**src/design/rhc_pkg.sv**
```systemverilog
package rhc_pkg;

  // Channel width and derived widths.
  localparam int CB = 8;
  localparam logic [CB-1:0] CMAX = '1;

  // Hue in 1/64 degree units.
  localparam int HUE_BITS = 15;
  localparam int HQ_BITS = 12;
  localparam logic [HQ_BITS-1:0] HUE_SIXTH = 12'd3840;
  localparam logic [HUE_BITS-1:0] HUE_BASE_GREEN = 15'd7680;
  localparam logic [HUE_BITS-1:0] HUE_BASE_BLUE = 15'd15360;
  localparam logic [HUE_BITS-1:0] HUE_FULL = 15'd23040;

  // Dividend width of both dividers, wide enough for both quotients.
  localparam int NB = (2 * CB > CB + HQ_BITS) ? 2 * CB : CB + HQ_BITS;

  // Small queues between the parts.
  localparam int Q_PTR_BITS = 1;
  localparam logic [Q_PTR_BITS:0] Q_DEPTH = 2'd2;

  typedef enum logic [1:0] {
    SECT_RED,
    SECT_GREEN,
    SECT_BLUE
  } sector_t;

  // Classified pixel from the front part.
  typedef struct packed {
    logic [CB-1:0] val;
    logic [CB-1:0] delta;
    logic [CB-1:0] mag;
    logic neg;
    sector_t sector;
    logic grey;
  } rhc_item_t;

  // Head of the queue between front and back.
  typedef struct packed {
    logic empty;
    rhc_item_t item;
  } rhc_mid_t;

  // Data carried alongside the divider pipeline.
  typedef struct packed {
    logic [CB-1:0] val;
    logic neg;
    sector_t sector;
    logic grey;
  } rhc_side_t;

  typedef struct packed {
    logic [HUE_BITS-1:0] hue;
    logic [CB-1:0] sat;
    logic [CB-1:0] val;
  } rhc_res_t;

endpackage

```
**src/design/rgb_to_hsv_converter.sv**
```systemverilog
// RGB to HSV converter. Takes one pixel of red, green and blue per clock and
// returns value (largest channel), saturation ((max-min)*full/max, rounded to
// nearest) and hue in 1/64 degree units (0 to 23039). Grey and black pixels
// give hue and saturation of zero; ties for the largest channel go to red,
// then green. Both sides are queues: push while full is low, pop while empty
// is low. A new pixel is accepted every cycle while full is low. NB =
// max(2*CB, CB+12) is the depth of the two restoring dividers that run side
// by side one quotient bit per stage. The pipeline halts as a whole only
// when the two-entry result queue is full.
module rgb_to_hsv_converter (
  input  logic clk,
  input  logic rst,
  input  logic push,
  output logic full,
  input  logic [rhc_pkg::CB-1:0] red_in,
  input  logic [rhc_pkg::CB-1:0] green_in,
  input  logic [rhc_pkg::CB-1:0] blue_in,
  output logic empty,
  input  logic pop,
  output logic [rhc_pkg::HUE_BITS-1:0] hue_out,
  output logic [rhc_pkg::CB-1:0] sat_out,
  output logic [rhc_pkg::CB-1:0] val_out
);
  import rhc_pkg::*;

  rhc_mid_t mid;
  logic mid_pop;

  // Classification and the middle queue.
  rhc_front u_front (
    .clk     (clk),
    .rst     (rst),
    .push    (push),
    .full    (full),
    .red_in  (red_in),
    .green_in(green_in),
    .blue_in (blue_in),
    .mid     (mid),
    .mid_pop (mid_pop)
  );

  // Division pipeline and the result queue.
  rhc_back u_back (
    .clk    (clk),
    .rst    (rst),
    .mid    (mid),
    .mid_pop(mid_pop),
    .empty  (empty),
    .pop    (pop),
    .hue_out(hue_out),
    .sat_out(sat_out),
    .val_out(val_out)
  );

endmodule

```
**src/design/rhc_front.sv**
```systemverilog
module rhc_front (
  input  logic clk,
  input  logic rst,
  input  logic push,
  output logic full,
  input  logic [rhc_pkg::CB-1:0] red_in,
  input  logic [rhc_pkg::CB-1:0] green_in,
  input  logic [rhc_pkg::CB-1:0] blue_in,
  output rhc_pkg::rhc_mid_t mid,
  input  logic mid_pop
);
  import rhc_pkg::*;

  rhc_item_t item;
  rhc_item_t entries [Q_DEPTH];
  logic [Q_PTR_BITS-1:0] wr_ptr;
  logic [Q_PTR_BITS-1:0] rd_ptr;
  logic [Q_PTR_BITS:0] count;
  logic [CB-1:0] mn;
  logic [CB-1:0] lhs;
  logic [CB-1:0] rhs;
  logic wr;
  logic rd;

  // Find the largest channel, with ties going to red and then green, and
  // take the channel difference that the hue formula needs.
  always_comb begin
    if (red_in >= green_in && red_in >= blue_in) begin
      item.sector = SECT_RED;
      item.val = red_in;
      lhs = green_in;
      rhs = blue_in;
    end else if (green_in >= blue_in) begin
      item.sector = SECT_GREEN;
      item.val = green_in;
      lhs = blue_in;
      rhs = red_in;
    end else begin
      item.sector = SECT_BLUE;
      item.val = blue_in;
      lhs = red_in;
      rhs = green_in;
    end
    mn = red_in;
    if (green_in < mn) mn = green_in;
    if (blue_in < mn) mn = blue_in;
    item.delta = item.val - mn;
    item.neg = lhs < rhs;
    item.mag = item.neg ? rhs - lhs : lhs - rhs;
    item.grey = item.delta == '0;
  end

  // Two-entry queue toward the back part.
  assign full = count == Q_DEPTH;
  assign wr = push && !full;
  assign rd = mid_pop && count != '0;
  assign mid.empty = count == '0;
  assign mid.item = entries[rd_ptr];

  always_ff @(posedge clk) begin
    if (rst) begin
      wr_ptr <= '0;
      rd_ptr <= '0;
      count <= '0;
    end else begin
      if (wr) wr_ptr <= wr_ptr + 1'b1;
      if (rd) rd_ptr <= rd_ptr + 1'b1;
      count <= count + (Q_PTR_BITS + 1)'(wr) - (Q_PTR_BITS + 1)'(rd);
    end
  end

  always_ff @(posedge clk) begin
    if (wr) entries[wr_ptr] <= item;
  end

endmodule

```
**src/design/rhc_div.sv**
```systemverilog
module rhc_div (
  input  logic clk,
  input  logic en,
  input  logic [rhc_pkg::NB-1:0] num,
  input  logic [rhc_pkg::CB-1:0] den,
  output logic [rhc_pkg::NB-1:0] quo,
  output logic [rhc_pkg::CB-1:0] rem
);
  import rhc_pkg::*;

  logic [CB-1:0] st_rem [NB];
  logic [NB-1:0] st_num [NB];
  logic [NB-1:0] st_quo [NB];
  logic [CB-1:0] st_den [NB];

  // One quotient bit per stage, restoring long division.
  for (genvar s = 0; s < NB; s++) begin : g_stage
    logic [CB-1:0] rem_i;
    logic [NB-1:0] num_i;
    logic [NB-1:0] quo_i;
    logic [CB-1:0] den_i;
    logic [CB:0] trial;
    logic [CB:0] diff;
    logic take;

    if (s == 0) begin : g_first
      assign rem_i = '0;
      assign num_i = num;
      assign quo_i = '0;
      assign den_i = den;
    end else begin : g_next
      assign rem_i = st_rem[s-1];
      assign num_i = st_num[s-1];
      assign quo_i = st_quo[s-1];
      assign den_i = st_den[s-1];
    end

    assign trial = {rem_i, num_i[NB-1]};
    assign diff = trial - {1'b0, den_i};
    assign take = trial >= {1'b0, den_i};

    always_ff @(posedge clk) begin
      if (en) begin
        st_rem[s] <= take ? diff[CB-1:0] : trial[CB-1:0];
        st_num[s] <= {num_i[NB-2:0], 1'b0};
        st_quo[s] <= {quo_i[NB-2:0], take};
        st_den[s] <= den_i;
      end
    end
  end

  assign quo = st_quo[NB-1];
  assign rem = st_rem[NB-1];

endmodule

```
**src/design/rhc_back.sv**
```systemverilog
module rhc_back (
  input  logic clk,
  input  logic rst,
  input  rhc_pkg::rhc_mid_t mid,
  output logic mid_pop,
  output logic empty,
  input  logic pop,
  output logic [rhc_pkg::HUE_BITS-1:0] hue_out,
  output logic [rhc_pkg::CB-1:0] sat_out,
  output logic [rhc_pkg::CB-1:0] val_out
);
  import rhc_pkg::*;

  logic [NB:0] v;
  rhc_side_t side [NB+1];
  logic [NB-1:0] hue_num;
  logic [NB-1:0] sat_num;
  logic [CB-1:0] hue_den;
  logic [CB-1:0] sat_den;
  logic [NB-1:0] hue_quo;
  logic [CB-1:0] hue_rem;
  logic [NB-1:0] sat_quo;
  logic [CB-1:0] sat_rem;
  logic en;
  rhc_side_t last;
  rhc_res_t res;
  logic [HUE_BITS-1:0] base;
  logic [HUE_BITS-1:0] qh;
  logic [HUE_BITS-1:0] ceilq;
  rhc_res_t oq [Q_DEPTH];
  logic [Q_PTR_BITS-1:0] wr_ptr;
  logic [Q_PTR_BITS-1:0] rd_ptr;
  logic [Q_PTR_BITS:0] count;
  logic oq_full;
  logic wr;
  logic rd;

  // The whole pipeline moves together and halts only when a finished
  // result has nowhere to go.
  assign oq_full = count == Q_DEPTH;
  assign last = side[NB];
  assign en = !v[NB] || !oq_full;
  assign mid_pop = en && !mid.empty;
  assign wr = v[NB] && en;
  assign rd = pop && !empty;

  // Operand preparation for both divisions.
  always_ff @(posedge clk) begin
    if (en) begin
      hue_num <= NB'(mid.item.mag) * NB'(HUE_SIXTH);
      sat_num <= NB'(mid.item.delta) * NB'(CMAX) + NB'(mid.item.val >> 1);
      hue_den <= mid.item.delta;
      sat_den <= mid.item.val;
      side[0] <= '{val: mid.item.val, neg: mid.item.neg, sector: mid.item.sector,
                   grey: mid.item.grey};
    end
  end

  // Side data and valid bits follow the divider stages.
  for (genvar s = 1; s <= NB; s++) begin : g_side
    always_ff @(posedge clk) begin
      if (en) side[s] <= side[s-1];
    end
  end

  always_ff @(posedge clk) begin
    if (rst) begin
      v <= '0;
    end else if (en) begin
      v <= {v[NB-1:0], !mid.empty};
    end
  end

  rhc_div u_hue_div (
    .clk(clk),
    .en (en),
    .num(hue_num),
    .den(hue_den),
    .quo(hue_quo),
    .rem(hue_rem)
  );

  rhc_div u_sat_div (
    .clk(clk),
    .en (en),
    .num(sat_num),
    .den(sat_den),
    .quo(sat_quo),
    .rem(sat_rem)
  );

  // Sector base plus the floored offset; a negative red hue wraps around.
  always_comb begin
    qh = HUE_BITS'(hue_quo[HQ_BITS-1:0]);
    ceilq = qh + HUE_BITS'(hue_rem != '0);
    case (last.sector)
      SECT_RED: base = last.neg ? HUE_FULL : '0;
      SECT_GREEN: base = HUE_BASE_GREEN;
      SECT_BLUE: base = HUE_BASE_BLUE;
      default: base = '0;
    endcase
    res.val = last.val;
    if (last.grey) begin
      res.hue = '0;
      res.sat = '0;
    end else begin
      res.hue = last.neg ? base - ceilq : base + qh;
      res.sat = sat_quo[CB-1:0];
    end
  end

  // Two-entry result queue toward the consumer.
  assign empty = count == '0;
  assign hue_out = oq[rd_ptr].hue;
  assign sat_out = oq[rd_ptr].sat;
  assign val_out = oq[rd_ptr].val;

  always_ff @(posedge clk) begin
    if (rst) begin
      wr_ptr <= '0;
      rd_ptr <= '0;
      count <= '0;
    end else begin
      if (wr) wr_ptr <= wr_ptr + 1'b1;
      if (rd) rd_ptr <= rd_ptr + 1'b1;
      count <= count + (Q_PTR_BITS + 1)'(wr) - (Q_PTR_BITS + 1)'(rd);
    end
  end

  always_ff @(posedge clk) begin
    if (wr) oq[wr_ptr] <= res;
  end

`ifndef SYNTHESIS
  a_stall_holds: assert property (@(posedge clk) disable iff (rst)
    !en |=> $stable(v))
    else $error("pipeline valid bits moved during a stall");
  a_count_bound: assert property (@(posedge clk) disable iff (rst)
    count <= Q_DEPTH)
    else $error("result queue count beyond depth");
  a_hue_range: assert property (@(posedge clk) disable iff (rst)
    wr |-> res.hue < HUE_FULL)
    else $error("hue out of range");
  a_no_pop_empty: assert property (@(posedge clk) disable iff (rst)
    mid_pop |-> !mid.empty && en)
    else $error("middle queue popped while empty or stalled");
`endif

endmodule
```
**config.mk**
```make
export PLATFORM = sky130hd
export DESIGN_NAME = rgb_to_hsv_converter
export DESIGN_NICKNAME = d
export VERILOG_FILES = /design/src/design/rhc_pkg.sv /design/src/design/rgb_to_hsv_converter.sv /design/src/design/rhc_front.sv /design/src/design/rhc_div.sv /design/src/design/rhc_back.sv
export SDC_FILE = /design/constraint.sdc
export NUM_CORES = 2
export LEC_CHECK = 0
export BUFFER_PORTS_ARGS = -buffer_cell sky130_fd_sc_hd__buf_2
export CORE_ASPECT_RATIO = 2
export CORE_UTILIZATION = 55
export CTS_CLUSTER_DIAMETER = 200
export DETAILED_ROUTE_END_ITERATION = 10
export HOLD_SLACK_MARGIN = 0.15
export PLACE_DENSITY = 0.74
export REMOVE_ABC_BUFFERS = 1
export SKIP_LAST_GASP = 1
export SYNTH_ARGS = -nofsm -noshare
export SYNTH_HDL_FRONTEND = slang
export SYNTH_SLANG_ARGS = --single-unit
```
**constraint.sdc**
```tcl
create_clock -name clk -period 33.9 [get_ports clk]
set_clock_uncertainty 0.2 [all_clocks]
set_input_delay 3.39 -clock clk [delete_from_list [all_inputs] [get_ports clk]]
set_output_delay 3.39 -clock clk [all_outputs]
set_load 0.01 [all_outputs]
```
==> impl_metrics.ini <==
[routing]
vias = 33122
drtIter0Drc = 1478
firstDrtPassIters = 5
wl_per_cell_um = 17.5
ant_nets = 0
drcViolationCount = 0
viasPerCell = 5.50
wl_um = 106000

[yosys]
syn_area_um2 = 60900
synth_ff_type = edfxtp_1
synth_compound_area_share_pct = 7.02
synthSimpleGateAreaFrac_pct = 6.38
syn_avg_cell_area_um2 = 13.9
synth_top_family_by_area = adder cells
syn_inst = 4383
synthMuxAreaShare_pct = 6.20
synth-edff-count = 1238
synth-adder-area-share_pct = 11.8
synth_seq_cells = 1269
ys_async_sr_fraction_pct = 0
synth_warnings = 0
synth_cell_types = 67
yosysSeqAreaShare_pct = 62.0
synthXorXnorAreaFrac_pct = 2.94

[critical_path]
critPathMaxFanout = 8
crit_start = red_in[5]
reg2regPathDepth = 17
end_kind = flop
cp.arrival_ns = 9.36
r2r-end = u_back.sat_num[15]
r2r_setup_slack_ns = 28.04
crit_path_start_kind = primary input
required_ns = 34.25
cp-endpoint = u_front.entries[0][0]
critPathKind = in2reg

[sta]
post-route-period-util_pct = 26.6
finalSetupTns_ns = 0
rsz0062_at_grt = false
hold_violations = 0
timing.fmax_ghz = 0.111
relSlewSlack_pct = 19.7
worstMarginPinSlew_ns = 1.20
setup_violations = 0
drv_slew = 0
min_period_ns = 9.01

[placement]
dp_hpwl_um = 77300
portBuffers = 60
gp_congestion = 0.845

[cts]
clk_pin_slew_ns = 0.06
hold_buffers = 0
cts.sinks = 1269
cts_buffer_depth = 3
insertion_delay_ns = 0.71
h-tree-depth = 3
post_cts_resize_count = 0
cts_buffers = 107
post_cts_buffers = 0
cts_tree = built
cts_root_buf = clkbuf_16

[finish]
mostFrequentLayoutCell = edfxtp_1
final_cell_mix = edfxtp_1, inv_1, ha_1
drive_gt1_share_pct = 11.8
fillers = 8323
n_antenna_cell = 0
area_delta_synth_final_pct = 9.29
final_nets = 5089
final_util_pct = 60.7

[grt]
track_usage_pct = 19.2
antenna_found_initial = 0
grt_overflow = 0
grt_max_degree = 203
grt_pass1_vias = 35661
grt_pass1_wl_um = 169000

[flow_run]
cap_violations = 0

[hold_path]
hold_class = reg2reg

[floorplanning]
core_area_um2 = 110000
dieHeight_um = 473
fp.dieArea_um2 = 112000
die_w_um = 237
num_rows = 172
start_util_pct = 55.5
ioPinCount = 61

[outcome]
outcome = completed
==> metal layers <==
layer | GRT usage [%] | share of wire (%) | vias to the layer above
li1 | - | - | 16143
met1 | 14.8 | 30 | 16231
met2 | 42.1 | 62 | 470
met3 | 2.52 | 2.4 | 278
met4 | 11.0 | 5.5 | 0
met5 | 0 | 0 | -
==> how the worst min path moves through the flow <==
stage | from | end | slack [ns] | cells after the start
floorplan | u_back.side[0][0] | u_back.side[0][12] | 0.20 | 0
global placement | u_back.side[2][14] | u_back.side[2][26] | 0.20 | 0
detailed placement | u_back.side[0][49] | u_back.side[0][61] | 0.20 | 0
CTS | u_back.u_hue_div.st_quo[4][21] | u_back.u_hue_div.st_quo[5][2] | 0.20 | 0
global route | u_back.u_hue_div.st_quo[8][21] | u_back.u_hue_div.st_quo[9][2] | 0.21 | 0
finish | u_back.u_sat_div.st_num[8][13] | u_back.u_sat_div.st_num[9][14] | 0.21 | 0
==> state kept, by name, indices dropped and copies added, names as in the netlist, 21 cells and up, named ones only <==
| name | flops |
|---|---|
| u_back.u_sat_div.st_den | 22 |
| u_back.u_sat_div.st_quo | 36 |
| u_back.v | 21 |
| u_front.entries | 56 |
| u_back.u_sat_div.st_rem | 152 |
| u_back.oq | 62 |
| u_back.u_hue_div.st_den | 152 |
| u_back.u_sat_div.st_num | 187 |
| u_back.u_hue_div.st_num | 66 |
| u_back.u_hue_div.st_quo | 78 |
| u_back.side | 223 |
| u_back.u_hue_div.st_rem | 160 |
==> cells in the mapped netlist, types with 31 or more instances <==
master	n	share of area (%)
mux2i_1	99	1.6
dfxtp_1	31	1.0
edfxtp_1	1238	61
xor2_1	59	0.85
nor2b_1	96	0.99
o21a_1	79	0.97
a21boi_0	80	0.99
inv_1	557	3.4
a21o_1	64	0.79
xnor2_1	141	2.0
nand2_1	162	1.0
o21ai_0	170	1.4
a21oi_1	160	1.3
nor3_1	51	0.42
mux2_2	246	4.5
nor4_1	42	0.43
nor2_1	290	1.8
nand4_1	67	0.69
a211oi_2	38	0.78
fa_1	90	3.0
nand2b_1	46	0.47
ha_1	429	8.8
==> per-stage QoR <==
step | instances | hold WS (ns) | worst slack (ns) | instance area (µm²)
2_1_floorplan | 4354 | 0.200 | 5.49 | 60800
3_3_place_gp | 5825 | 0.200 | 24.19 | 63000
3_5_place_dp | 5825 | 0.205 | 24.18 | 63000
4_1_cts | 6022 | 0.199 | 24.92 | 66600
5_1_grt | 6022 | 0.211 | 24.64 | 66600
6_report | 6022 | 0.209 | 24.89 | 66600
==> critical path: stages <==
cell and delay (ns):
buf_2 0.18, inv_1 0.08, ha_1 0.30, nand4_1 0.26
o21ai_2 0.74, mux2i_1 0.33, ha_1 0.29, a21o_1 0.18
a21o_1 0.18, a21oi_1 0.39, o31a_1 0.22, a31o_2 0.30
mux2_2 0.46, ha_1 0.28, nor2b_1 0.12, o21ai_0 0.20
a21oi_1 0.12, o21ai_0 0.34, nor2b_1 0.22, xnor2_1 0.13
or4_1 0.51, nor2_1 0.13
==> layout make-up <==
| cell class | count | area [µm²] | area share (%) |
|---|---|---|---|
| inverter | 557 | 2100 | 3.15 |
| multi-input combinational | 2528 | 20900 | 31.4 |
| clock inverter | 56 | 579 | 0.870 |
| clock buffer | 141 | 2960 | 4.44 |
| timing repair buffer | 79 | 468 | 0.703 |
| sequential | 1269 | 37800 | 56.8 |
| tap | 1392 | 1740 | 2.62 |
==> kinds of logic after synthesis <==
group	count (synthesis)
AO/OA/AOI/OAI	649
multiplexers	346
flip-flops	1269
buffers and inverters	588
AND/OR/NAND/NOR	809
XOR/XNOR	202
other	1
adder cells (fa/ha/maj)	519
Power is not shown: default switching activity piles up to over one toggle a cycle in this logic, so the estimate is an artifact.
